`src/design/frwt_pkg.sv`:
```
// Shared types and constants for the fractional rank unit.
`timescale 1ns / 1ps

package frwt_pkg;

    localparam int KEY_W  = 32;
    localparam int RANK_W = 8;
    localparam int POS_W  = 6;
    localparam int GRP_W  = 8;
    localparam int PSUM_W = 4;

    typedef enum logic [2:0] {
        ST_IDLE = 3'b001,
        ST_FIN  = 3'b010,
        ST_EMIT = 3'b100
    } state_t;

    typedef struct packed {
        logic accept;
        logic finish;
        logic emit_load;
        logic set_clear;
    } frwt_cmd_t;

    typedef struct packed {
        logic out_free;
        logic emit_last;
    } frwt_status_t;

endpackage

```
`src/design/frwt_ctrl.sv`:
```
// Sequencer for loading keys and emitting ranks.
`timescale 1ns / 1ps

module frwt_ctrl
    import frwt_pkg::*;
(
    input  logic         aclk,
    input  logic         aresetn,
    input  logic         s_valid,
    input  logic         s_last_in,
    output logic         s_ready,
    input  frwt_status_t status,
    output frwt_cmd_t    cmd
);

    state_t state_reg, state_next;
    logic   last_reg, last_next;

    always_ff @(posedge aclk) begin
        if (!aresetn) begin
            state_reg <= ST_IDLE;
            last_reg  <= 1'b0;
        end else begin
            state_reg <= state_next;
            last_reg  <= last_next;
        end
    end

    always_comb begin
        state_next = state_reg;
        last_next  = last_reg;
        cmd        = '0;
        s_ready    = 1'b0;
        case (state_reg)
            ST_IDLE: begin
                s_ready = 1'b1;
                if (s_valid) begin
                    cmd.accept = 1'b1;
                    last_next  = s_last_in;
                    state_next = ST_FIN;
                end
            end
            ST_FIN: begin
                cmd.finish = 1'b1;
                state_next = last_reg ? ST_EMIT : ST_IDLE;
            end
            ST_EMIT: begin
                if (status.out_free) begin
                    cmd.emit_load = 1'b1;
                    if (status.emit_last) begin
                        cmd.set_clear = 1'b1;
                        state_next    = ST_IDLE;
                    end
                end
            end
            default: begin
                state_next = ST_IDLE;
            end
        endcase
    end

endmodule

```
`config.mk`:
```
export PLATFORM = sky130hd
export DESIGN_NAME = frwt_ctrl
export DESIGN_NICKNAME = d
export VERILOG_FILES = /design/src/design/frwt_pkg.sv /design/src/design/frwt_ctrl.sv
export SDC_FILE = /design/constraint.sdc
export NUM_CORES = 1
export LEC_CHECK = 0
export BUFFER_PORTS_ARGS = -buffer_cell sky130_fd_sc_hd__buf_2
export CORE_AREA = 2 2 39 41
export DETAILED_ROUTE_END_ITERATION = 12
export DIE_AREA = 0 0 41 43
export SYNTH_ARGS = -nofsm -noshare
export SYNTH_HDL_FRONTEND = slang
export SYNTH_SLANG_ARGS = --single-unit
```
`constraint.sdc`:
```
create_clock -name aclk -period 1.4 [get_ports aclk]
set_input_delay 0.07 -clock aclk [delete_from_list [all_inputs] [get_ports aclk]]
set_output_delay 0.07 -clock aclk [all_outputs]
set_load 0.02 [all_outputs]
```
==> results of run 1 <==
## area by class of cell
type / count / area (um^2)
Clock buffer: 3 / 22.5
Sequential cell: 4 / 80.1
Fill cell: 165 / 1080
Multi-Input combinational cell: 16 / 131
Tap cell: 16 / 20.0
Timing Repair Buffer: 10 / 50.0
## stage by stage
stage	hold WS (ns)	utilization [%]	cells
finish	0.0452	22.0	49
global placement	0.276	20.3	46
floorplan	0.141	-	20
global route	0.0434	22.0	49
CTS	0.0439	22.0	49
detailed placement	0.283	20.3	46
## placed cells by master (no fill, tap or decap)
cell,Yosys,final
nor4b_1,1,1
nand2_1,1,1
a21oi_1,2,2
clkbuf_4,0,3
dfxtp_1,4,4
and4bb_4,1,1
nor2b_1,1,1
nor3b_1,3,3
mux2i_1,1,1
o31ai_1,1,1
buf_2,0,10
and2_1,1,1
and3b_1,2,2
nor4bb_1,1,1
and4bb_2,1,1
## path summary, 6_finish.rpt
path,from,end,slack (ns),depth (start not counted)
worst max-delay path,state_reg[2],cmd[0],0.19,2
worst min-delay path,aresetn,state_reg[0],0.05,2
worst max register to register,state_reg[1],last_reg,0.31,3
worst min register to register,last_reg,last_reg,0.54,2
## critical path, stage by stage (launching register included)
cell and delay (ns):
dfxtp_1 0.45, nor4b_1 0.25, buf_2 0.21
## cells by family after synthesis
| logic type | count (synthesis) | share of synthesized area [%] |
|---|---|---|
| AOI/OAI and AO/OA | 3 | 8.29 |
| DFF | 4 | 37.9 |
| muxes | 1 | 4.73 |
| and+or+nand+nor | 12 | 49.1 |
## power groups by stage
stage / Combinational (W) / Sequential (W) / Clock [W]
2_1_floorplan: 0.0000289 / 0.000128 / 0
3_3_place_gp: 0.0000451 / 0.000130 / 0
3_5_place_dp: 0.0000450 / 0.000130 / 0
4_1_cts: 0.0000452 / 0.000129 / 0.000145
5_1_grt: 0.0000479 / 0.000130 / 0.000152
6_report: 0.0000444 / 0.000128 / 0.000137
## layer usage
metal | GRT usage [%] | vias to the layer above | routed length, um | share of wire [%]
met2 | 8.44 | 6 | 228 | 49
met5 | 0 | - | 0 | 0
met3 | 4.71 | 0 | 46 | 9.8
li1 | - | 108 | - | -
met1 | 7.40 | 93 | 194 | 41
met4 | 4.00 | 0 | 0 | 0
==> results.cfg, run 1 <==
[outcome]
outcome = complete, no violations

[sta]
fin_setup_tns_ns = 0
setup_viol = 0
finalCritPeriodShare_pct = 86.6
worstMarginPinSlew_ns = 0.253
fmax_mhz = 825
drv_slew = 0
worst_slack_ns = 0.187
rsz0062_at_grt = no
fin_skew_ns = 0.00163
period_needed_ns = 1.21
max_slew_margin_pct = 82.9
hold_violations = 0

[job]
cap_viol_max_count = 0

[floorplanning]
dieWidth_um = 41
io_pins = 11
core_area_mm2 = 0.00138
num_rows = 14
die-area_mm2 = 0.00176
start_util_pct = 15.3
die_y_um = 43

[global_routing]
first_global_vias = 184
grtUsageTotal_pct = 6.53
grt_max_degree = 10
grt.overflow.total = 0
grt_pass1_wl_um = 745
antenna_found_initial = 0

[cts]
post_cts_resized = 0
cts_buffers = 3
cts_hold_buffers = 0
clock_path_buffers = 2
numClockSinks = 4
cts_setup_buffers = 0
clk_pin_slew_ns = 0.04
h-tree-depth = 1
cts_tree = done
clock_latency_ns = 0.23
clockRootBuffer = clkbuf_4

[route]
avgRoutedWirePerCell_um = 9.57
drc_errors = 0
detail-route-antenna-nets = 0
firstDrtPassIters = 2
wl_um = 469
dr_total_vias = 207
dr.first_iter.drc_count = 5
via_per_inst = 4.22

[worst_setup_path]
critPathKind = reg -> out
crit_required_ns = 1.33
startpoint_type = register
critPathCaptureType = primary output
path_max_fanout = 9
worstPathArrival_ns = 1.14

[placed_design]
routabilityCongestion = 0.671
dp_slack_ns = 0.312
port_buffers = 10
placed_area_um2 = 282

[synthesis]
synth_edf_count = 0
yosysMostFrequentCell = dfxtp_1
synth.top_cells.by_area = dfxtp_1, nor3b_1, and3b_1
yosys.area.top_type = dfxtp_1
seq_area_frac_synth_pct = 37.9
synth_common_cells = dfxtp_1, nor3b_1, a21oi_1, and3b_1
synth_cell_type_count = 13
synth_top_cell_area_share_pct = 37.9
ys_ff_latch = 4
synthArstFlopShare_pct = 0
syn-instance-count = 20
netlist_area_um2 = 211
synth.net_count = 26
ys_warn_count = 0
syn_area_per_cell_um2 = 10.6
ys.flop_type = dfxtp_1

[power_and_ir_drop]
clockPowerShare_pct = 44.1
ir_drop_v = 0.000427
p_int_w = 0.000240
switchingPower_w = 0.0000698
switching_share_pct = 22.6
power_density_mw_per_mm2 = 1020
p_leak_nw = 0.135
pwr-share-comb_pct = 14.3
seqPwrFrac_pct = 41.5
power.total_w = 0.000309

[finish]
largest_reg_flops = 3
diodes = 0
final_area_um2 = 304
drive_above_1_share_pct = 45.5
nets = 41
area_delta_synth_final_pct = 43.8

[hold_path]
hp-class = in -> reg
(Power assumes the default switching activity.)
==> inputs of run 2 (changes only) <==
- CTS_BUF_LIST: default -> sky130_fd_sc_hd__clkbuf_8
==> run 2 against run 1 <==
  * Die area unchanged
  * Non-clock buffer count is the same
  * Clock power increased by 73%
  * Power is 33% higher
  * Combinational power about the same
  * Flip-flop and latch count stayed put
  * Sequential power about the same
  * Global-route usage grew 0.10 points
  * Sequential share of layout area fell by 1.5 points
  * Register-to-register slack is essentially flat
  * Design area rose by 6.2%
  * Clock skew decreased by 0.00072 ns
  * Critical endpoint unchanged
  * Largest power group unchanged
==> results.cfg, run 2 (same netlist as run 1, synthesis figures left out) <==
[sta]
hold_violations = 0
fin_skew_ns = 0.000909
setup_viol = 0
max_slew_margin_pct = 83.0
period_needed_ns = 1.19
worstMarginPinSlew_ns = 0.251
finalCritPeriodShare_pct = 85.3
fin_setup_tns_ns = 0
fin_hold_ws_ns = 0.0625
fmax_mhz = 837
worst_slack_ns = 0.206
rsz0062_at_grt = no
drv_slew = 0

[cts]
numClockSinks = 4
cts_hold_buffers = 0
cts_tree = done
clock_latency_ns = 0.21
clock_path_buffers = 2
cts_setup_buffers = 0
h-tree-depth = 1
clk_pin_slew_ns = 0.03
post_cts_resized = 0
cts_buffers = 3
clockRootBuffer = clkbuf_8

[outcome]
outcome = complete, no violations

[global_routing]
grt.overflow.total = 0
grt_max_degree = 10
antenna_found_initial = 0
first_global_vias = 189
grt_pass1_wl_um = 752
grtUsageTotal_pct = 6.63

[route]
detail-route-antenna-nets = 0
dr.first_iter.drc_count = 5
via_per_inst = 4.18
wl_um = 480
drc_errors = 0
dr_total_vias = 205
firstDrtPassIters = 4
avgRoutedWirePerCell_um = 9.80

[power_and_ir_drop]
p_leak_nw = 0.143
ir_drop_v = 0.000414
power_density_mw_per_mm2 = 1270

[finish]
final_area_um2 = 323
area_delta_synth_final_pct = 52.7
final_cell_count_no_fill = 49
nFillCells = 164
diodes = 0
drive_above_1_share_pct = 45.5
final_cell_mix = buf_2, dfxtp_1, nor3b_1, clkbuf_8
largest_reg_flops = 3
nets = 41
final_common_cell = buf_2

[floorplanning]
dieWidth_um = 41
start_util_pct = 15.3
die_y_um = 43
io_pins = 11
core_area_mm2 = 0.00138
num_rows = 14
die-area_mm2 = 0.00176

[worst_setup_path]
path_max_fanout = 9
startpoint_type = register
critPathCaptureType = primary output
r2r_cells = 3
startpoint = state_reg[2]
rrSetupSlack_ns = 0.32
critPathKind = reg -> out
crit_required_ns = 1.33
crit-reg2reg-capture = last_reg
worstPathArrival_ns = 1.12
endpoint = cmd[0]
r2r_start = state_reg[1]

[placed_design]
port_buffers = 10
dp_slack_ns = 0.312
placed_area_um2 = 282
routabilityCongestion = 0.671
dp_cells = 46

[hold_path]
hold_start = aresetn
hp-class = in -> reg

[job]
cap_viol_max_count = 0
## run 2: report_power, final
| group | leakage, nW | total, W | internal, W | switching [W] |
|---|---|---|---|---|
| logic | 0.0887 | 0.0000446 | 0.0000237 | 0.0000209 |
| registers | 0.0328 | 0.000129 | 0.000121 | 0.00000793 |
| clock network | 0.0216 | 0.000237 | 0.000183 | 0.0000545 |
| total | 0.143 | 0.000411 | 0.000327 | 0.0000834 |
## run 2: area by class of cell
type	count	area (um^2)	share of cell area, %
Clock buffer	3	41.3	12.8
Multi-Input combinational cell	16	131	40.7
Sequential cell	4	80.1	24.8
Tap cell	16	20.0	6.20
Timing Repair Buffer	10	50.0	15.5
## run 2: worst min-delay path by stage
stage	cells past startpoint	end	slack (ns)
final	2	state_reg[0]	0.06
after global routing	2	state_reg[0]	0.06
after CTS	2	state_reg[0]	0.06
after detailed placement	2	state_reg[0]	0.28
after global placement	2	state_reg[0]	0.28
after floorplan	1	state_reg[0]	0.14
## run 2: critical path, cell delays in order, from the launching register on
cell     delay (ns)
dfxtp_1        0.45
nor4b_1        0.25
buf_2          0.21
## run 2: per-stage QoR
step | util, % | power, W
finish | 23.3 | 0.000411
detailed placement | 20.3 | 0.000175
CTS | 23.3 | 0.000421
global placement | 20.3 | 0.000175
global route | 23.3 | 0.000433
floorplan | - | 0.000156
## run 2: routing by layer
layer / vias to the layer above / global-route usage, % / wire (um)
met5: - / 0 / 0
met4: 0 / 4.00 / 0
met3: 0 / 4.71 / 48
met2: 6 / 8.75 / 244
met1: 94 / 7.40 / 187
li1: 105 / - / -
